<file path="src/rtl/assert_macros.svh">
// Assertion macros included by the back end.
`ifndef ASSERT_MACROS_SVH
`define ASSERT_MACROS_SVH
`ifndef SYNTHESIS
`define PMCSL_ASSERT_IMP(lbl, clk, rst, ante, cons) \
   lbl: assert property (@(posedge clk) disable iff (rst) (ante) |-> (cons)) \
      else $error("same-cycle implication failed");
`define PMCSL_ASSERT_NXT(lbl, clk, rst, ante, cons) \
   lbl: assert property (@(posedge clk) disable iff (rst) (ante) |=> (cons)) \
      else $error("next-cycle implication failed");
`else
`define PMCSL_ASSERT_IMP(lbl, clk, rst, ante, cons)
`define PMCSL_ASSERT_NXT(lbl, clk, rst, ante, cons)
`endif
`endif

</file>
<file path="src/rtl/pmcsl_pkg.sv">
// Types and constants of the print move command speed limiter.
package pmcsl_pkg;

   localparam int CSR_IDX_W = 8;

   localparam logic [CSR_IDX_W-1:0] CSR_EXTRUSION_SCALE    = 8'd0;
   localparam logic [CSR_IDX_W-1:0] CSR_MIN_SPEED          = 8'd1;
   localparam logic [CSR_IDX_W-1:0] CSR_TRAVEL_SPEED       = 8'd2;
   localparam logic [CSR_IDX_W-1:0] CSR_MAX_EXTRUDER_SPEED = 8'd3;

   localparam logic [1:0] KIND_LINE = 2'd0;
   localparam logic [1:0] KIND_CW   = 2'd1;
   localparam logic [1:0] KIND_CCW  = 2'd2;

   localparam logic [31:0] SAT_U32 = 32'hFFFF_FFFF;

   typedef struct packed {
      logic signed [31:0] extrusion_scale;
      logic [30:0]        min_speed;
      logic [30:0]        travel_speed;
      logic [30:0]        max_extruder_speed;
   } cfg_type;

   typedef struct packed {
      logic signed [31:0] start_x;
      logic signed [31:0] start_y;
      logic signed [31:0] end_x;
      logic signed [31:0] end_y;
      logic signed [31:0] layer_z;
      logic [30:0]        seg_speed;
      logic signed [31:0] extr_factor;
      logic signed [31:0] abs_extrusion;
      logic [1:0]         arc_kind;
      logic [18:0]        arc_angle;
      logic signed [31:0] center_off_x;
      logic signed [31:0] center_off_y;
      logic               travel;
      logic               is_arc;
   } item_type;

   typedef struct packed {
      logic [1:0]         cmd_kind;
      logic signed [31:0] target_x;
      logic signed [31:0] target_y;
      logic signed [31:0] target_z;
      logic signed [31:0] e_amount;
      logic [30:0]        feed_speed;
      logic signed [31:0] arc_i;
      logic signed [31:0] arc_j;
      logic               last;
   } cmd_type;

   typedef enum logic [3:0] {
      ST_IDLE, ST_TRAVEL, ST_SQ_A, ST_SQ_B, ST_SQ_SUM, ST_SQRT, ST_LEN, ST_ARC,
      ST_EF, ST_PA, ST_PB, ST_PSUM, ST_NUM, ST_DIV0, ST_DIV, ST_OUT
   } state_type;

endpackage

</file>
<file path="src/rtl/pmcsl_front.sv">
// Front end: takes segment words, flags travel and arc, queues them.
module pmcsl_front
   import pmcsl_pkg::*;
(
   input  logic               clock,
   input  logic               reset,
   input  logic               push,
   output logic               full,
   input  logic signed [31:0] start_x,
   input  logic signed [31:0] start_y,
   input  logic signed [31:0] end_x,
   input  logic signed [31:0] end_y,
   input  logic signed [31:0] layer_z,
   input  logic [30:0]        seg_speed,
   input  logic signed [31:0] extr_factor,
   input  logic signed [31:0] abs_extrusion,
   input  logic [1:0]         arc_kind,
   input  logic [18:0]        arc_angle,
   input  logic signed [31:0] center_off_x,
   input  logic signed [31:0] center_off_y,
   input  logic               head_pop,
   output logic               head_empty,
   output item_type           head
);

   logic [31:0] last_x_ff, last_y_ff, last_z_ff;
   item_type    mem_ff [2];
   logic        wr_ptr_ff, rd_ptr_ff;
   logic [1:0]  count_ff;
   logic        accept;
   item_type    item;

   assign full       = (count_ff == 2'd2);
   assign head_empty = (count_ff == 2'd0);
   assign accept     = push && !full;
   assign head       = mem_ff[rd_ptr_ff];

   always_comb begin
      item.start_x       = start_x;
      item.start_y       = start_y;
      item.end_x         = end_x;
      item.end_y         = end_y;
      item.layer_z       = layer_z;
      item.seg_speed     = seg_speed;
      item.extr_factor   = extr_factor;
      item.abs_extrusion = abs_extrusion;
      item.arc_kind      = arc_kind;
      item.arc_angle     = arc_angle;
      item.center_off_x  = center_off_x;
      item.center_off_y  = center_off_y;
      item.travel        = (last_x_ff != start_x) || (last_y_ff != start_y) ||
                           (last_z_ff != layer_z);
      item.is_arc        = (arc_kind == KIND_CW) || (arc_kind == KIND_CCW);
   end

   always_ff @(posedge clock) begin
      if (reset) begin
         last_x_ff <= '0;
         last_y_ff <= '0;
         last_z_ff <= '0;
         wr_ptr_ff <= 1'b0;
         rd_ptr_ff <= 1'b0;
         count_ff  <= '0;
      end else begin
         if (accept) begin
            last_x_ff <= end_x;
            last_y_ff <= end_y;
            last_z_ff <= layer_z;
            wr_ptr_ff <= !wr_ptr_ff;
         end
         if (head_pop && !head_empty) begin
            rd_ptr_ff <= !rd_ptr_ff;
         end
         count_ff <= count_ff + 2'(accept) - 2'(head_pop && !head_empty);
      end
   end

   always_ff @(posedge clock) begin
      if (accept) begin
         mem_ff[wr_ptr_ff] <= item;
      end
   end

endmodule

</file>
<file path="config.mk">
export PLATFORM = sky130hd
export DESIGN_NAME = pmcsl_front
export DESIGN_NICKNAME = d
export VERILOG_FILES = /design/src/rtl/assert_macros.svh /design/src/rtl/pmcsl_pkg.sv /design/src/rtl/pmcsl_front.sv
export SDC_FILE = /design/constraint.sdc
export NUM_CORES = 1
export LEC_CHECK = 0
export BUFFER_PORTS_ARGS = -buffer_cell sky130_fd_sc_hd__clkbuf_2
export CAP_MARGIN = 0
export CORE_AREA = 5 5 263 265
export CTS_BUF_LIST = sky130_fd_sc_hd__clkbuf_4
export CTS_CLUSTER_DIAMETER = 80
export DETAILED_ROUTE_END_ITERATION = 10
export DIE_AREA = 0 0 268 270
export HOLD_SLACK_MARGIN = 0.02
export PLACE_DENSITY_LB_ADDON = 0.08
export SYNTH_ARGS = -nofsm -noshare
export SYNTH_HDL_FRONTEND = slang
export SYNTH_SLANG_ARGS = --single-unit
export TNS_END_PERCENT = 20
</file>
<file path="constraint.sdc">
create_clock -name clock -period 21.4 [get_ports clock]
set_input_delay 2.14 -clock clock [delete_from_list [all_inputs] [get_ports clock]]
set_output_delay 2.14 -clock clock [all_outputs]
set_load 0.005 [all_outputs]
</file>
==> reports/metrics.csv, run 1 <==
stage,metric,value,unit
clock_tree,postcts setup bufs,0,
sta,Fin. Hold Viols,0,
clock_tree,Root Driver,clkbuf_4,
critical_path,Startpoint Class,flip-flop,
sta,Highest Clock Rate,0.1569,GHz
critical_path,Crit Path Class,reg -> out,
route,via/cell ratio,4.928,
placement,HPWL after DPL,59290,µm
pwr,combinational cell fraction of total power,0.230,
clock_tree,"CTS clk-pin slew, worst paths",0.06,ns
pwr,switching pwr,1187,µW
pwr,PwrDens,117.6,nW/µm²
route,Final ANT Viol Nets,0,
sta,Max Slew Vio Count,0,
route,total wire length,83650,µm
global_route,largest net degree at the start of global routing,172,
critical_path,Worst Path Max Fanout,84,
global_route,first-pass GRT wire length,118300,µm
critical_path,Worst Path Buf+Inv,3,
global_route,vias in the first global route,17940,
pwr,sequential share of power,0.476,
placement,input/output buffers,687,
floorplanning,Total Die Area,72360,µm²
global_route,initial antenna violation count,21,
floorplanning,Initial Utilization,0.4385,
clock_tree,htree depth,4,
yosys,YS warnings,0,
sta,Slew headroom,0.2472,
critical_path,Critical Path AT,4.23,ns
pwr,worst vdd ir,0.00006171,V
clock_tree,CTS sink cnt,785,
min_path,Hold WC Path Type,reg -> reg,
yosys,Yosys reg bits,785,
cells_and_area,fin cells,3491,
sta,final setup TNS,0,ns
yosys,cell count after synthesis,1634,
clock_tree,clock insertion delay at the later pin of the skew report,0.97,ns
floorplanning,Die Width,268,µm
critical_path,critical path's top delay family,buffers and inverters,
yosys,Post-Syn Nets,1980,
route,via count,17210,
pwr,total power draw,4240,µW
critical_path,CP most frequent cell,buf_4,
floorplanning,core area,66560,µm²
status,outcome,"complete, no violations",
yosys,"Seq/Total Area, Yosys",0.7729,
job,Max Cap Viol,0,
cells_and_area,share of layout cells above drive strength 1,0.5282,
floorplanning,site row count,95,
route,DR iter-0 viols,1061,
critical_path,Crit. path cell count,4,
critical_path,CP max stage delay,0.97,ns
pwr,switch share,0.2799,
floorplanning,Ports,688,
critical_path,worst path required time,19.26,ns
critical_path,CP Capture Type,output pin,
critical_path,crit-path cells,buf_4 -> buf_4 -> mux2_2 -> clkbuf_2,
clock_tree,Num CTS Buffers,198,
critical_path,Critical Path Sink,head[70],
clock_tree,"Hold-fix buffers, CTS",0,
placement,placed cell count,3137,
route,drt wl/cell,23.96,µm
sta,final setup fails,0,
sta,Final min period,6.373,ns
yosys,Yosys cell types,23,
clock_tree,Clock Tree Buf Depth,3,
floorplanning,Die Ht,270,µm
yosys,"EDFF count, synth",684,
yosys,mean post-synth cell area,17.86,µm²
critical_path,Critical R2R Launch,count_ff[0]$_SDFF_PP0_,
sta,unrepaired setup endpoints after global routing,false,
yosys,Mapped Area,29190,µm²
yosys,Async SR Flop Fraction,0,
route,DR DRC count,0,
global_route,Total GRT Usage,0.2236,
clock_tree,CTS tree,built,
clock_tree,Post-CTS Resized,0,
cells_and_area,Layout area overhead,23.48,%
yosys,Main synth FF type,edfxtp_1,
sta,Worst-Margin Slew,1.129,ns
pwr,internal power,3053,µW
critical_path,R2R cell count,6,
pwr,Leak,0.01384,µW
critical_path,Reg-to-Reg End,mem_ff[0][225]$_DFFE_PP_,
critical_path,Critical-path top delay cell,dfxtp_4,
placement,GPL Wtd Cong,0.9053,
pwr,clock power share,0.293,
global_route,GRT overflow,0,
cells_and_area,fin nets,2810,
sta,Clock Skew,0.04833,ns
sta,Tcrit/Tclk final,0.2978,
critical_path,FF-to-FF setup slack,17.73,ns
route,1st-pass router iterations,5,
cell families after synthesis:
group / share of synthesized area
flops: 0.7729
simple gates: 0.03335
xor+xnor: 0.03031
fa+ha+maj: 0.0008572
mux: 0.1319
buf+inv: 0.01299
compound gates: 0.01762
power groups by stage:
stage | clock (µW) | sequential, µW | combinational [µW]
after floorplan | 0 | 2110 | 548
after global routing | 1370 | 2040 | 1050
after detailed placement | 0 | 2050 | 996
after global placement | 0 | 2050 | 986
after CTS | 1290 | 2020 | 1000
final | 1240 | 2020 | 976
synthesized netlist by cell type, types with 3 or more instances:
| cell | n | share of area |
|---|---|---|
| a21oi_1 | 87 | 0.015 |
| dfxtp_1 | 101 | 0.069 |
| buf_2 | 47 | 0.0081 |
| nand2_1 | 192 | 0.025 |
| xor2_1 | 66 | 0.020 |
| mux2_2 | 342 | 0.13 |
| edfxtp_1 | 684 | 0.70 |
| buf_4 | 3 | 0.00077 |
| nor2_1 | 6 | 0.00077 |
| buf_6 | 4 | 0.0015 |
| xnor2_1 | 35 | 0.011 |
| nand4_1 | 12 | 0.0026 |
| nor4_1 | 19 | 0.0041 |
| clkbuf_1 | 16 | 0.0021 |
| a21oi_2 | 9 | 0.0027 |
placed cells by master, fill, tap and decap left out:
cell / instances
clkbuf_2: 686
edfxtp_1: 684
mux2_2: 342
clkbuf_4: 310
nand2_1: 192
dfxtp_1: 100
a21oi_1: 87
xor2_1: 66
xnor2_1: 35
clkinv_1: 21
nor4_1: 19
diode_2: 13
nand4_1: 12
buf_4: 12
a21oi_2: 9
nor2_1: 5
inv_2: 3
clkinv_2: 3
nor2b_1: 2
inv_1: 2
inv_6: 2
ha_1: 2
bufinv_16: 2
buf_12: 2
nand2b_1: 1
and2_4: 1
nand3_1: 1
and3_4: 1
nor2_4: 1
dfxtp_4: 1
clkinv_4: 1
layer usage:
layer | global-route usage | vias up | part of all wire
li1 | - | 7950 | -
met1 | 0.2608 | 8480 | 0.38
met2 | 0.3826 | 623 | 0.51
met3 | 0.07816 | 136 | 0.080
met4 | 0.08153 | 16 | 0.025
met5 | 0 | - | 0.0014
state kept, by name (all words and copies together) (netlist names), named ones only:
signal     count
last_x_ff     32
rd_ptr_ff      1
last_y_ff     32
last_z_ff     32
count_ff       2
wr_ptr_ff      1
mem_ff       684
worst reg2reg max path: stages, from the launching register on:
cell and delay, ns:
dfxtp_1 0.34, nand2b_1 0.18, and2_4 0.36, inv_6 0.31, nor2_4 0.37, buf_12 0.71, buf_4 0.93
stage by stage:
step                instance area, µm²  hold slack, ns    util  worst slack [ns]
floorplan                        29190          0.4481       -             3.602
global placement                 33500          0.4534  0.5033             16.03
detailed placement               33500          0.4587  0.5033             15.91
CTS                              36010          0.4671  0.5410             14.74
global route                     36030          0.4805  0.5413             14.67
finish                           36040          0.4644  0.5415             15.03
cell type report:
cell class / count / area (µm²)
fillers: 5598 / 30520
well taps: 873 / 1092
clock inverters: 31 / 182.7
clock buffers: 310 / 2327
multi-input cells: 776 / 6264
inverters: 3 / 16.27
diodes: 13 / 32.53
repair buffers: 700 / 3563
flip-flops and latches: 785 / 22570
how the worst min path moves through the flow:
stage | startpoint | cells past startpoint | to
after detailed placement | last_z_ff[17]$_SDFFE_PP0P_ | 2 | last_z_ff[17]$_SDFFE_PP0P_
after floorplan | last_x_ff[0]$_SDFFE_PP0P_ | 2 | last_x_ff[0]$_SDFFE_PP0P_
final | last_x_ff[25]$_SDFFE_PP0P_ | 2 | last_x_ff[25]$_SDFFE_PP0P_
after global routing | last_z_ff[12]$_SDFFE_PP0P_ | 2 | last_z_ff[12]$_SDFFE_PP0P_
after global placement | last_z_ff[11]$_SDFFE_PP0P_ | 2 | last_z_ff[11]$_SDFFE_PP0P_
after CTS | last_x_ff[25]$_SDFFE_PP0P_ | 2 | last_x_ff[25]$_SDFFE_PP0P_
(Power assumes the default switching activity.)
==> inputs of run 2 (changes only) <==
- clock period: 21.4 -> 5.7 ns (I/O delays scaled with it)
==> run 2 against run 1 <==
Against the previous run: non-clock buffer count rose by 344; global-route usage fell by 0.16 points; via count rose by 8.1%; power rose to 3.9 times the previous value; critical endpoint is now head[44]; highest routed layer unchanged.
==> reports/metrics.csv, run 2 (synthesized netlist as in run 1, its figures left out) <==
stage,metric,value,unit,change
sta,unrepaired setup endpoints after global routing,false,,unchanged
sta,Slew headroom,0.2793,,was 0.2472
placement,HPWL after DPL,56740,µm,was 59290 µm
cells_and_area,Reg with most FFs,mem_ff,,unchanged
cells_and_area,most frequent cells in the layout,"clkbuf_2, edfxtp_1, mux2_2, dlygate4sd3_1, clkbuf_4",,"was clkbuf_2, edfxtp_1, mux2_2, clkbuf_4, nand2_1"
floorplanning,Die Ht,270,µm,unchanged
floorplanning,core area,66560,µm²,unchanged
sta,Tcrit/Tclk final,0.5923,,
critical_path,Worst Path Max Fanout,65,,was 84
sta,Final min period,3.376,ns,
floorplanning,Die Width,268,µm,unchanged
min_path,Hold WC Path Type,in -> reg,,was reg -> reg
critical_path,Crit Path Class,reg -> out,,unchanged
cells_and_area,share of layout cells above drive strength 1,0.4710,,was 0.5282
global_route,largest net degree at the start of global routing,150,,was 172
clock_tree,CTS sink cnt,785,,unchanged
clock_tree,htree depth,4,,unchanged
status,outcome,"complete, no violations",,unchanged
critical_path,CP Capture Type,output pin,,unchanged
floorplanning,Initial Utilization,0.4385,,unchanged
route,total wire length,83010,µm,was 83650 µm
global_route,Total GRT Usage,0.2220,,was 0.2236
floorplanning,site row count,95,,unchanged
sta,Final WS setup,2.324,ns,was 15.03 ns
cells_and_area,"commonest non-fill, non-tap cell in the layout",clkbuf_2,,unchanged
route,DR iter-0 viols,1046,,was 1061
cells_and_area,fill count,5374,,was 5598
clock_tree,clock insertion delay at the later pin of the skew report,1.01,ns,was 0.97 ns
clock_tree,Clock Tree Buf Depth,3,,unchanged
cells_and_area,post-route cell area,39700,µm²,was 36040 µm²
sta,Worst-Margin Slew,1.081,ns,was 1.129 ns
route,via/cell ratio,4.824,,was 4.928
placement,GPL Wtd Cong,0.7904,,was 0.9053
pwr,Leak,0.01537,µW,was 0.01384 µW
critical_path,worst path required time,5.13,ns,was 19.26 ns
sta,Clock Skew,0.05933,ns,was 0.04833 ns
route,Final ANT Viol Nets,0,,unchanged
sta,Max Slew Vio Count,0,,unchanged
route,1st-pass router iterations,5,,unchanged
clock_tree,Num CTS Buffers,202,,was 198
sta,Fin. Hold Viols,0,,unchanged
critical_path,Startpoint Class,flip-flop,,unchanged
clock_tree,"CTS clk-pin slew, worst paths",0.06,ns,about the same
route,via count,18600,,was 17210
sta,final setup fails,0,,unchanged
cells_and_area,post-layout util,0.5965,,was 0.5415
sta,Highest Clock Rate,0.2962,GHz,
global_route,vias in the first global route,19650,,was 17940
placement,input/output buffers,687,,unchanged
global_route,initial antenna violation count,21,,unchanged
job,Max Cap Viol,0,,unchanged
pwr,worst vdd ir,0.0002302,V,was 0.00006171 V
critical_path,Critical Path AT,2.81,ns,was 4.23 ns
placement,area of placed instances,33550,µm²,was 33500 µm²
clock_tree,CTS tree,built,,unchanged
floorplanning,Ports,688,,unchanged
route,DR DRC count,0,,unchanged
clock_tree,Root Driver,clkbuf_4,,unchanged
floorplanning,Total Die Area,72360,µm²,unchanged
placement,pre-CTS setup slack,2.563,ns,was 15.91 ns
cells_and_area,Layout area overhead,36.02,%,was 23.48%
cells_and_area,max reg flops,684,,unchanged
pwr,PwrDens,413.3,nW/µm²,was 117.6 nW/µm²
global_route,first-pass GRT wire length,120300,µm,was 118300 µm
route,drt wl/cell,21.53,µm,was 23.96 µm
cells_and_area,fin cells,3855,,was 3491
global_route,GRT overflow,0,,unchanged
placement,placed cell count,3139,,was 3137
cells_and_area,fin nets,3158,,was 2810
sta,final setup TNS,0,ns,unchanged
run 2: cell count changes in the layout (fill, tap and decap cells not counted), moves of 3 or more:
cell,previous run,this run
clkinvlp_4,0,3
diode_2,13,18
clkinv_1,21,18
buf_12,2,5
inv_8,0,3
dlygate4sd3_1,0,342
clkinv_2,3,0
clkbuf_4,310,323
run 2: layer usage:
metal | vias up | track usage | wire (µm)
li1 | 8670 | - | -
met1 | 9126 | 0.2641 | 32180
met2 | 646 | 0.3747 | 42220
met3 | 146 | 0.07999 | 6351
met4 | 8 | 0.07697 | 2210
met5 | - | 0 | 42
run 2: through the flow:
stage / total power, µW / hold slack [ns]
6_report: 16410 / 0.1868
4_1_cts: 16660 / 0.03586
3_5_place_dp: 11470 / 0.4584
5_1_grt: 17260 / 0.06560
3_3_place_gp: 11420 / 0.4530
2_1_floorplan: 9715 / 0.4481
run 2: final cells by class:
type | instances | area [µm²] | area share
Antenna cell | 18 | 45.04 | 0.001135
Clock buffer | 323 | 2425 | 0.06107
Clock inverter | 33 | 256.5 | 0.006460
Inverter | 3 | 16.27 | 0.0004097
Multi-Input combinational cell | 776 | 6264 | 0.1578
Sequential cell | 785 | 22570 | 0.5684
Tap cell | 873 | 1092 | 0.02751
Timing Repair Buffer | 1044 | 7039 | 0.1773
run 2: power breakdown:
group	total, µW	switching, µW	internal [µW]
logic	4000	2170	1830
registers	7480	225	7260
clock network	4930	2230	2690
run 2: final timing paths:
path,cells after the start,startpoint,slack [ns],to
worst max-delay path,3,flip-flop,2.32,head[44]
worst min-delay path,4,push,0.19,last_x_ff[1]$_SDFFE_PP0P_
worst max register to register,5,count_ff[0]$_SDFF_PP0_,2.79,mem_ff[0][199]$_DFFE_PP_
worst min register to register,2,last_x_ff[28]$_SDFFE_PP0P_,0.46,last_x_ff[28]$_SDFFE_PP0P_
run 2: worst max-delay path: stages, from the launching register on:
cell,delay [ns]
dfxtp_4,0.49
buf_4,0.73
mux2_2,0.43
clkbuf_2,0.12
run 2: what timing repair did:
item | 4_1_cts | 5_1_grt
hold buffers | 342 | 0
endpoints found under the hold margin | 784 | 0
buffers inserted | 0 | 0
resized for setup | 0 | 0
