==> src/rtl/assert_macros.svh <==
// Assertion macros included by the back end.
`ifndef ASSERT_MACROS_SVH
`define ASSERT_MACROS_SVH
`ifndef SYNTHESIS
`define PMCSL_ASSERT_IMP(lbl, clk, rst, ante, cons) \
   lbl: assert property (@(posedge clk) disable iff (rst) (ante) |-> (cons)) \
      else $error("same-cycle implication failed");
`define PMCSL_ASSERT_NXT(lbl, clk, rst, ante, cons) \
   lbl: assert property (@(posedge clk) disable iff (rst) (ante) |=> (cons)) \
      else $error("next-cycle implication failed");
`else
`define PMCSL_ASSERT_IMP(lbl, clk, rst, ante, cons)
`define PMCSL_ASSERT_NXT(lbl, clk, rst, ante, cons)
`endif
`endif

==> src/rtl/pmcsl_pkg.sv <==
// Types and constants of the print move command speed limiter.
package pmcsl_pkg;

   localparam int CSR_IDX_W = 8;

   localparam logic [CSR_IDX_W-1:0] CSR_EXTRUSION_SCALE    = 8'd0;
   localparam logic [CSR_IDX_W-1:0] CSR_MIN_SPEED          = 8'd1;
   localparam logic [CSR_IDX_W-1:0] CSR_TRAVEL_SPEED       = 8'd2;
   localparam logic [CSR_IDX_W-1:0] CSR_MAX_EXTRUDER_SPEED = 8'd3;

   localparam logic [1:0] KIND_LINE = 2'd0;
   localparam logic [1:0] KIND_CW   = 2'd1;
   localparam logic [1:0] KIND_CCW  = 2'd2;

   localparam logic [31:0] SAT_U32 = 32'hFFFF_FFFF;

   typedef struct packed {
      logic signed [31:0] extrusion_scale;
      logic [30:0]        min_speed;
      logic [30:0]        travel_speed;
      logic [30:0]        max_extruder_speed;
   } cfg_type;

   typedef struct packed {
      logic signed [31:0] start_x;
      logic signed [31:0] start_y;
      logic signed [31:0] end_x;
      logic signed [31:0] end_y;
      logic signed [31:0] layer_z;
      logic [30:0]        seg_speed;
      logic signed [31:0] extr_factor;
      logic signed [31:0] abs_extrusion;
      logic [1:0]         arc_kind;
      logic [18:0]        arc_angle;
      logic signed [31:0] center_off_x;
      logic signed [31:0] center_off_y;
      logic               travel;
      logic               is_arc;
   } item_type;

   typedef struct packed {
      logic [1:0]         cmd_kind;
      logic signed [31:0] target_x;
      logic signed [31:0] target_y;
      logic signed [31:0] target_z;
      logic signed [31:0] e_amount;
      logic [30:0]        feed_speed;
      logic signed [31:0] arc_i;
      logic signed [31:0] arc_j;
      logic               last;
   } cmd_type;

   typedef enum logic [3:0] {
      ST_IDLE, ST_TRAVEL, ST_SQ_A, ST_SQ_B, ST_SQ_SUM, ST_SQRT, ST_LEN, ST_ARC,
      ST_EF, ST_PA, ST_PB, ST_PSUM, ST_NUM, ST_DIV0, ST_DIV, ST_OUT
   } state_type;

endpackage

==> src/rtl/pmcsl_rspq.sv <==
// Two-entry command queue on the result side.
module pmcsl_rspq
   import pmcsl_pkg::*;
(
   input  logic    clock,
   input  logic    reset,
   input  logic    push,
   input  cmd_type push_data,
   output logic    full,
   input  logic    pop,
   output logic    empty,
   output cmd_type head
);

   cmd_type    mem_ff [2];
   logic       wr_ptr_ff, rd_ptr_ff;
   logic [1:0] count_ff;
   logic       do_push, do_pop;

   assign full    = (count_ff == 2'd2);
   assign empty   = (count_ff == 2'd0);
   assign do_push = push && !full;
   assign do_pop  = pop && !empty;
   assign head    = mem_ff[rd_ptr_ff];

   always_ff @(posedge clock) begin
      if (reset) begin
         wr_ptr_ff <= 1'b0;
         rd_ptr_ff <= 1'b0;
         count_ff  <= '0;
      end else begin
         if (do_push) begin
            wr_ptr_ff <= !wr_ptr_ff;
         end
         if (do_pop) begin
            rd_ptr_ff <= !rd_ptr_ff;
         end
         count_ff <= count_ff + 2'(do_push) - 2'(do_pop);
      end
   end

   always_ff @(posedge clock) begin
      if (do_push) begin
         mem_ff[wr_ptr_ff] <= push_data;
      end
   end

endmodule

==> config.mk <==
export PLATFORM = sky130hd
export DESIGN_NAME = pmcsl_rspq
export DESIGN_NICKNAME = d
export VERILOG_FILES = /design/src/rtl/assert_macros.svh /design/src/rtl/pmcsl_pkg.sv /design/src/rtl/pmcsl_rspq.sv
export SDC_FILE = /design/constraint.sdc
export NUM_CORES = 1
export LEC_CHECK = 0
export ABC_CLOCK_PERIOD_IN_PS = 6400
export BUFFER_PORTS_ARGS = -buffer_cell sky130_fd_sc_hd__buf_4
export CORE_MARGIN = 2
export CORE_UTILIZATION = 49
export CTS_BUF_LIST = sky130_fd_sc_hd__clkbuf_2 sky130_fd_sc_hd__clkbuf_4 sky130_fd_sc_hd__clkbuf_8
export CTS_CLUSTER_DIAMETER = 150
export DETAILED_ROUTE_END_ITERATION = 8
export HOLD_SLACK_MARGIN = 0.1
export PLACE_DENSITY = 0.78
export SLEW_MARGIN = 20
export SYNTH_ARGS = -nofsm -noshare
export SYNTH_HDL_FRONTEND = slang
export SYNTH_SLANG_ARGS = --single-unit
==> constraint.sdc <==
create_clock -name clock -period 6.4 [get_ports clock]
set_input_delay 0.64 -clock clock [delete_from_list [all_inputs] [get_ports clock]]
set_output_delay 0.64 -clock clock [all_outputs]
set_load 0.02 [all_outputs]
==> metrics.md, run 1 <==
| Metric | Value |
|---|---|
| Vias | `just under 9000` |
| Net count after synthesis | `962` |
| Main flop type after synthesis | `edfxtp_1` |
| CTS tree | `done` |
| H-Tree Depth | `3` |
| Vias in the first global route | `9262` |
| Global-route wire length before repair | `51440 µm` |
| GP Congestion | `around 0.79` |
| Setup repair bufs after CTS | `0` |
| Final ANT Viol Nets | `0` |
| Synthesized area | `about 17000 µm²` |
| Syn Inst Count | `730` |
| Fin. Hold Viols | `0` |
| Crit-path max FO | `67` |
| Yosys top cell area share | `79.35%` |
| N_diodes | `0` |
| Post-DP HPWL | `about 24000 µm` |
| Die width | `~190 µm` |
| Setup CP Type | `reg -> out` |
| Critical Path RT | `about 5.8 ns` |
| Top post-synthesis cells by count | `edfxtp_1, mux2_4, mux2_2` |
| Die area | `roughly 36000 µm²` |
| Crit path arrival time | `about 3.0 ns` |
| Dpl ws | `approximately 3.3 ns` |
| Hold-fix buffers, CTS | `0` |
| Min Tclk post-route | `3.659 ns` |
| Final worst slack | `2.741 ns` |
| Worst rel slew slack | `around 31%` |
| Vias per Instance | `4.961` |
| CTS Sinks | `approximately 460` |
| # resized after CTS | `0` |
| Fin. max-slew vios | `0` |
| Routed wire length | `between 30000 and 40000 µm` |
| CTS Buf Count | `72` |
| Gr usage total | `18.98%` |
| Worst Tran Pin Value | `1.031 ns` |
| Crit path capture type | `output port` |
| Total gr overflow | `0` |
| Drc violations | `0` |
| I/O Pins | `458` |
| Ratio of cells with drive above 1 in the final layout | `between 60% and 70%` |
| Share of the yosys chip area belonging to registers | `between 70% and 80%` |
| Worst-path clk slew | `roughly 0.06 ns` |
| Worst-case clock skew | `0.01993 ns` |
| HP Class | `in -> reg` |
| Clk_lat worst skew | `~0.58 ns` |
| CTS max path bufs | `3` |
| Average size of a mapped cell | `23.43 µm²` |
| DR WL/cell | `20.51 µm` |
| Fin Setup TNS | `0 ns` |
| DR iter-0 viols | `between 400 and 500` |
| FFs w/ async S/R, synth | `0%` |
| Root Buffer | `clkbuf_8` |
| Final core utilization | `between 60 and 70%` |
| Final period utilization | `57.18%` |
| Leakage power | `approximately 8.6 nW` |
| Fmax | `roughly 270 MHz` |
| Pwr Total | `9.322 mW` |
| Worst Setup Start Kind | `flip-flop` |
| Max Cap Viol | `0` |
| Count leader, synth | `edfxtp_1` |
| Detailed Routing Iterations Pass 1 | `5` |
| Die H | `between 150 and 200 µm` |
| Area Overhead vs Synth | `30.39%` |
| FP Rows | `between 60 and 70` |
| Area leader, netlist | `edfxtp_1` |
| RSZ-0062 raised after global routing | `no` |
| Placeable Area | `around 34000 µm²` |
| Area contributors post-synth | `edfxtp_1, mux2_4, mux2_2` |
| Final setup fails | `0` |
| Yosys cell types | `21` |
| Largest net degree at the start of global routing | `about 120` |
| Yosys reg bits | `roughly 460` |
| Number of synthesis warnings | `0` |
| Initial antenna violation count | `0` |
| Pwr/cell area | `418.0 nW/µm²` |
| Status | `finished clean` |
| Number of synthesized flops with an enable pin | `about 450` |
| Initial core utilization | `49.64%` |
| NumNets Final | `1473` |
| Peak VDD IR | `between 0.2 and 0.3 mV` |
| I/O Buffers | `457` |
## final cells by class
type                    count  area (µm²)
flip-flops and latches    457       13680
clock buffers             105        1270
clock inverters            15       67.56
well taps                 455       569.3
multi-input cells         244        3191
inverters                   4       22.52
repair buffers            462        3506
fillers                  2381       12160
## routing by layer
layer	share of wire, %	global-route usage, %
met1	35	20.42
met2	51	32.53
met3	9.7	7.269
met4	4.0	9.750
met5	0	0
## flip-flops by register name, summed over array words and instances, names as in the netlist, named ones only
| name | count |
|---|---|
| wr_ptr_ff | 1 |
| rd_ptr_ff | 1 |
| mem_ff | 452 |
| count_ff | 2 |
## cell families after synthesis
kind of cell | count (synthesis) | share of synthesized area, %
AO/OA/AOI/OAI | 3 | 0.1024
AND/OR/NAND/NOR | 11 | 0.3219
XOR/XNOR | 2 | 0.1024
buffers and inverters | 29 | 1.441
multiplexers | 226 | 17.95
adder cells (fa/ha/maj) | 2 | 0.1463
flip-flops | 457 | 79.94
## power by group
part	leakage (nW)	total [mW]	internal, mW	switching (mW)
logic	3.63	3.03	1.47	1.57
clock network	0.710	2.29	1.26	1.03
registers	4.26	4.00	3.82	0.176
## worst max-delay path: stages, from the launching register on
cell and delay [ns]:
dfxtp_4 0.96, buf_4 0.86, mux2_4 0.36, buf_4 0.16
## through the flow
stage / hold WS [ns] / cells / instance area (µm²)
after floorplan: 0.4515 / 730 / 17110
after global placement: 0.4777 / 1622 / 20970
after CTS: 0.1785 / 1742 / 22300
final: 0.2403 / 1742 / 22300
after detailed placement: 0.5024 / 1622 / 20970
after global routing: 0.1864 / 1742 / 22300
## worst paths after layout
path | startpoint | slack [ns] | cells past startpoint | to
setup reg to reg | count_ff[0] | 3.56 | 5 | mem_ff[0][103]
setup / recovery | flip-flop | 2.74 | 3 | head[97]
hold / removal | push_data[61] | 0.24 | 1 | mem_ff[0][61]
hold reg to reg | wr_ptr_ff | 0.52 | 2 | wr_ptr_ff
## layout by cell type, fill, tap and decap left out
| master | instances |
|---|---|
| a21oi_1 | 1 |
| and2_1 | 1 |
| and3_4 | 1 |
| buf_12 | 3 |
| buf_4 | 459 |
| clkbuf_4 | 28 |
| clkbuf_8 | 77 |
| clkinv_1 | 10 |
| clkinv_2 | 3 |
| clkinvlp_4 | 2 |
| dfxtp_1 | 4 |
| dfxtp_4 | 1 |
| edfxtp_1 | 452 |
| ha_1 | 2 |
| inv_1 | 3 |
| inv_8 | 1 |
| mux2_2 | 86 |
| mux2_4 | 140 |
| nand2_1 | 1 |
| nand2b_1 | 1 |
| nor2_1 | 4 |
| nor2b_1 | 1 |
| nor3_1 | 1 |
| o21a_1 | 1 |
| o21ai_0 | 1 |
| or3_1 | 1 |
| xnor2_1 | 1 |
| xor2_1 | 1 |
(Power assumes the default switching activity.)
==> run 2: changes to the inputs <==
--- a/config.mk
+++ b/config.mk
@@ -5,10 +5,10 @@
 export SDC_FILE = /design/constraint.sdc
 export NUM_CORES = 1
 export LEC_CHECK = 0
-export ABC_CLOCK_PERIOD_IN_PS = 6400
+export ABC_CLOCK_PERIOD_IN_PS = 3400
 export BUFFER_PORTS_ARGS = -buffer_cell sky130_fd_sc_hd__buf_4
 export CORE_MARGIN = 2
-export CORE_UTILIZATION = 49
+export CORE_UTILIZATION = 51
 export CTS_BUF_LIST = sky130_fd_sc_hd__clkbuf_2 sky130_fd_sc_hd__clkbuf_4 sky130_fd_sc_hd__clkbuf_8
 export CTS_CLUSTER_DIAMETER = 150
 export DETAILED_ROUTE_END_ITERATION = 8
==> constraint.sdc (replaced) <==
create_clock -name clock -period 3.4 [get_ports clock]
set_input_delay 0.34 -clock clock [delete_from_list [all_inputs] [get_ports clock]]
set_output_delay 0.34 -clock clock [all_outputs]
set_load 0.02 [all_outputs]
==> metrics.md, run 2 (synthesized netlist as in run 1, its figures left out) <==
| Metric | Value |
|---|---|
| Status | `finished clean` |
| GP Congestion | `roughly 0.8` |
| HP Class | `in -> reg` |
| Vias | `9871` |
| Most frequent cells in the layout | `buf_4, edfxtp_1, dlygate4sd3_1` |
| Post-Layout Inst Area | `about 25000 µm²` |
| Total gr overflow | `0` |
| Fmax | `between 300 and 400 MHz` |
| Area after DPL | `approximately 21000 µm²` |
| Crit-path max FO | `50` |
| Routed wire length | `about 42000 µm` |
| Final ANT Viol Nets | `0` |
| Final period utilization | `between 70% and 80%` |
| Setup CP Type | `reg -> out` |
| Die width | `roughly 190 µm` |
| Worst Setup Start Kind | `flip-flop` |
| Min Tclk post-route | `~2.6 ns` |
| Number of flip-flops in the largest register | `452` |
| Dpl cells | `between 1500 and 2000` |
| Vias per Instance | `about 5` |
| Area Overhead vs Synth | `44.88%` |
| Final core utilization | `74.46%` |
| Worst Tran Pin Value | `between 0.6 and 0.7 ns` |
| Post-DP HPWL | `23820 µm` |
| Detailed Routing Iterations Pass 1 | `4` |
| Fin. Hold Viols | `0` |
| Worst rel slew slack | `59.65%` |
| Die area | `about 35000 µm²` |
| Initial antenna violation count | `8` |
| Pwr/cell area | `between 700 and 800 nW/µm²` |
| Fin. max-slew vios | `0` |
| Reg with most FFs | `mem_ff` |
| Die H | `between 150 and 200 µm` |
| Max Cap Viol | `0` |
| Setup repair bufs after CTS | `0` |
| Multi-input gate area | `between 3000 and 4000 µm²` |
| Initial core utilization | `between 50 and 60%` |
| Vias in the first global route | `approximately 11000` |
| Gr usage total | `23.23%` |
| Commonest non-fill, non-tap cell in the layout | `buf_4` |
| Critical Path RT | `between 3 and 4 ns` |
| FP Rows | `67` |
| Leakage power | `between 9 and 10 nW` |
| Peak VDD IR | `about 0.55 mV` |
| Crit path arrival time | `2.30 ns` |
| CTS tree | `done` |
| Fin Setup TNS | `0 ns` |
| CTS Buf Count | `just over 70` |
| Ratio of cells with drive above 1 in the final layout | `approximately 53%` |
| Worst-path clk slew | `~0.06 ns` |
| H-Tree Depth | `3` |
| Clk_lat worst skew | `approximately 0.58 ns` |
| Biggest regs | `mem_ff: 452 flops, count_ff: 2 flops` |
| Final setup fails | `0` |
| DR WL/cell | `around 21 µm` |
| CTS max path bufs | `3` |
| Worst-case clock skew | `0.03499 ns` |
| RSZ-0062 raised after global routing | `no` |
| Drc violations | `0` |
| I/O Buffers | `between 400 and 500` |
| Largest net degree at the start of global routing | `83` |
| Crit path capture type | `output port` |
| Register area | `between 10000 and 15000 µm²` |
| NumNets Final | `approximately 1700` |
| Placeable Area | `around 33000 µm²` |
| I/O Pins | `roughly 460` |
| Finished Layout Cells | `about 2000` |
| DR iter-0 viols | `~530` |
| Layout fillers | `~1800` |
| Global-route wire length before repair | `61540 µm` |
| CTS Sinks | `457` |
| Root Buffer | `clkbuf_8` |
==> run 2: changes by cell type in the layout (fill, tap and decap cells not counted), sizes merged <==
cell	change
buf	+9
clkbuf	-3
clkinv	+6
clkinvlp	+1
diode	+9
dlygate4sd3	+227
inv	-1
==> run 2: worst max-delay path, cell delays in order, from the launching register on <==
cell	delay, ns
dfxtp_4	0.71
buf_12	0.38
mux2_4	0.36
buf_4	0.16
==> run 2: metrics by stage <==
stage | hold WS (ns) | setup WS, ns | power [mW]
after global placement | 0.4927 | 1.299 | 13.43
after detailed placement | 0.4948 | 1.242 | 13.53
after floorplan | 0.4042 | -1.029 | 11.35
after global routing | 0.1920 | 0.6745 | 18.80
after CTS | 0.1180 | 0.6990 | 18.11
final | 0.2044 | 0.7617 | 18.14
==> run 2: routing by layer <==
metal  global-route usage (%)  share of wire [%]  vias to the layer above
met3                    6.867                7.8                       90
met1                    25.94                 36                     4895
met5                        0                  0                        -
met4                    10.62                3.6                        0
li1                         -                  -                     4417
met2                    41.06                 52                      469
==> run 2: layout make-up <==
cell class / instances / share of cell area, %
antenna: 9 / 0.09088
clock buffer: 102 / 5.059
clock inverter: 21 / 0.3837
timing repair buffer: 698 / 23.99
tap: 448 / 2.262
multi-input combinational: 244 / 12.93
inverter: 4 / 0.08583
sequential: 457 / 55.20
==> run 2: what timing repair did <==
action,in CTS,in global routing
hold buffers,227,0
hold endpoints to repair,457,0
gates resized for setup,0,0
==> run 2: worst paths after layout <==
check	startpoint	depth (start not counted)	to	slack [ns]
worst max-delay path	flip-flop	3	head[177]	0.76
worst min register to register	rd_ptr_ff	2	flip-flop	0.53
worst min-delay path	push	4	wr_ptr_ff	0.20
worst max register to register	count_ff[0]	5	mem_ff[0][123]	1.18
==> run 2: power breakdown <==
part | leakage (nW) | internal [mW] | switching, mW | total [mW]
registers | 4.26 | 7.18 | 0.289 | 7.47
logic | 4.64 | 3.02 | 3.25 | 6.27
clock network | 0.718 | 2.36 | 2.04 | 4.40
==> run 3: changes to the inputs <==
--- a/config.mk
+++ b/config.mk
@@ -5,10 +5,11 @@
 export SDC_FILE = /design/constraint.sdc
 export NUM_CORES = 1
 export LEC_CHECK = 0
-export ABC_CLOCK_PERIOD_IN_PS = 3400
+export ABC_AREA = 1
+export ABC_CLOCK_PERIOD_IN_PS = 2100
 export BUFFER_PORTS_ARGS = -buffer_cell sky130_fd_sc_hd__buf_4
 export CORE_MARGIN = 2
-export CORE_UTILIZATION = 51
+export CORE_UTILIZATION = 49
 export CTS_BUF_LIST = sky130_fd_sc_hd__clkbuf_2 sky130_fd_sc_hd__clkbuf_4 sky130_fd_sc_hd__clkbuf_8
 export CTS_CLUSTER_DIAMETER = 150
 export DETAILED_ROUTE_END_ITERATION = 8
==> constraint.sdc (replaced) <==
create_clock -name clock -period 2.1 [get_ports clock]
set_input_delay 0.21 -clock clock [delete_from_list [all_inputs] [get_ports clock]]
set_output_delay 0.21 -clock clock [all_outputs]
set_load 0.02 [all_outputs]
==> metrics.md, run 3 <==
| Metric | Value |
|---|---|
| Final period utilization | `104.5%` |
| Routed wire length | `47200 µm` |
| I/O Pins | `458` |
| Vias | `just over 10000` |
| NumNets Final | `1762` |
| Yosys top cell area share | `between 70% and 80%` |
| Most frequent cells in the layout | `edfxtp_1, buf_4, dlygate4sd3_1` |
| Worst rel slew slack | `about three quarters` |
| Crit path arrival time | `1.98 ns` |
| Initial core utilization | `49.70%` |
| Clk_lat worst skew | `between 0.6 and 0.7 ns` |
| Peak VDD IR | `about 0.83 mV` |
| CTS Buf Count | `72` |
| Worst-path clk slew | `roughly 0.060 ns` |
| Die width | `191.0 µm` |
| Total gr overflow | `0` |
| Min Tclk post-route | `2.194 ns` |
| FFs w/ async S/R, synth | `0%` |
| Ratio of cells with drive above 1 in the final layout | `53.67%` |
| Yosys cell types | `12` |
| Biggest regs | `mem_ff: 452 flops, count_ff: 2 flops` |
| CTS tree | `done` |
| Gr usage total | `24.29%` |
| Final setup fails | `roughly 170` |
| Final worst slack | `-0.09423 ns` |
| HP Class | `in -> reg` |
| Die H | `191.0 µm` |
| Drc violations | `0` |
| H-Tree Depth | `3` |
| GP Congestion | `between 0.7 and 0.8` |
| Count leader, synth | `edfxtp_1` |
| Setup CP Type | `reg -> out` |
| Commonest non-fill, non-tap cell in the layout | `edfxtp_1` |
| Max Cap Viol | `0` |
| Area Overhead vs Synth | `51.70%` |
| Post-DP HPWL | `between 20000 and 30000 µm` |
| RSZ-0062 raised after global routing | `yes` |
| Worst Setup Start Kind | `flip-flop` |
| Crit path capture type | `output port` |
| Main flop type after synthesis | `edfxtp_1` |
| Fmax | `~460 MHz` |
| Leakage power | `slightly above 10 nW` |
| Die area | `approximately 36000 µm²` |
| Number of flip-flops in the largest register | `around 450` |
| Finished Layout Cells | `2044` |
| Worst Tran Pin Value | `0.3790 ns` |
| Synthesized area | `17130 µm²` |
| Fin. max-slew vios | `0` |
| Area leader, netlist | `edfxtp_1` |
| Net count after synthesis | `974` |
| Crit-path max FO | `7` |
| Pwr/cell area | `1148 nW/µm²` |
| Fin. Hold Viols | `0` |
| Detailed Routing Iterations Pass 1 | `4` |
| Largest net degree at the start of global routing | `approximately 50` |
| Final core utilization | `about three quarters` |
| Initial antenna violation count | `6` |
| Vias per Instance | `a little over 5` |
| Status | `complete, but fails checks` |
| FP Rows | `68` |
| Share of the yosys chip area belonging to registers | `between 70% and 80%` |
| Reg with most FFs | `mem_ff` |
| Number of synthesis warnings | `0` |
| WHS Path Cells | `2` |
| Yosys reg bits | `approximately 460` |
| DR WL/cell | `~23 µm` |
| I/O Buffers | `457` |
| Root Buffer | `clkbuf_8` |
| Syn Inst Count | `742` |
| DR iter-0 viols | `~650` |
| Vias in the first global route | `about 11000` |
| Failing checks | `negative setup slack` |
| CTS Sinks | `457` |
| Global-route wire length before repair | `roughly 65000 µm` |
| Pwr Total | `29.83 mW` |
| Number of synthesized flops with an enable pin | `about 450` |
| Fin Setup TNS | `-6.288 ns` |
| Reg2Reg Depth | `6` |
| Placeable Area | `34460 µm²` |
| Final ANT Viol Nets | `0` |
| Worst-case clock skew | `around 0.021 ns` |
| Critical Path RT | `~1.9 ns` |
| Average size of a mapped cell | `approximately 23 µm²` |
| Area contributors post-synth | `edfxtp_1, mux2_4, mux2_2` |
| Dpl cells | `approximately 1700` |
| Dpl ws | `a little under 0.4 ns` |
| Top post-synthesis cells by count | `edfxtp_1, mux2_4, mux2_2` |
| CTS max path bufs | `3` |
-- run 3: power breakdown --
group	internal, mW	total, mW	switching [mW]
clock network	3.81	7.28	3.47
logic	5.38	10.6	5.19
registers	11.6	12.0	0.410
total	20.8	29.8	9.07
-- run 3: logic make-up after synthesis --
group,synth area share [%]
flip-flops,79.84
AO/OA/AOI/OAI,0.05845
AND/OR/NAND/NOR,0.4602
multiplexers,17.93
buffers and inverters,1.571
adder cells (fa/ha/maj),0.1461
-- run 3: critical path, cell delays in order, from the launching register on --
cell	delay (ns)
dfxtp_4	0.43
buf_16	0.19
buf_8	0.15
buf_6	0.14
mux2_4	0.32
buf_6	0.14
-- run 3: stage by stage --
| stage | hold slack, ns | area, µm² |
|---|---|---|
| after floorplan | 0.2738 | 17160 |
| after global placement | 0.3698 | 21370 |
| after detailed placement | 0.3710 | 21370 |
| after CTS | 0.2688 | 25560 |
| after global routing | 0.2728 | 25980 |
| final | 0.3112 | 25980 |
-- run 3: area by class of cell --
| cell class | instances | area [µm²] |
|---|---|---|
| Fill cell | 1726 | 8477 |
| Antenna cell | 7 | 17.52 |
| Sequential cell | 457 | 13680 |
| Clock buffer | 97 | 1197 |
| Inverter | 10 | 41.29 |
| Multi-Input combinational cell | 250 | 3342 |
| Clock inverter | 29 | 150.1 |
| Tap cell | 455 | 569.3 |
| Timing Repair Buffer | 739 | 6984 |
-- run 3: timing repair --
item                       in CTS  in global routing
gates cloned                    4                  4
buffers inserted               11                  2
hold buffers                  229                  0
setup endpoints to repair     163                225
hold endpoints to repair      457                  0
gates resized for setup        86                 88
-- run 3: path summary, 6_finish.rpt --
kind	start	slack (ns)	endpoint
min	push_data[42]	0.31	mem_ff[1][42]
min reg2reg	rd_ptr_ff	0.52	rd_ptr_ff
max	flip-flop	-0.09	head[157]
max reg2reg	count_ff[0]	0.50	mem_ff[0][78]
-- run 3: routing by layer --
layer / up-vias / track usage (%) / routed length, µm
met5: - / 0 / 0
met4: 0 / 11.63 / 1673
met3: 105 / 6.921 / 3723
met2: 513 / 44.94 / 25630
met1: 5156 / 25.13 / 16170
li1: 4534 / - / -
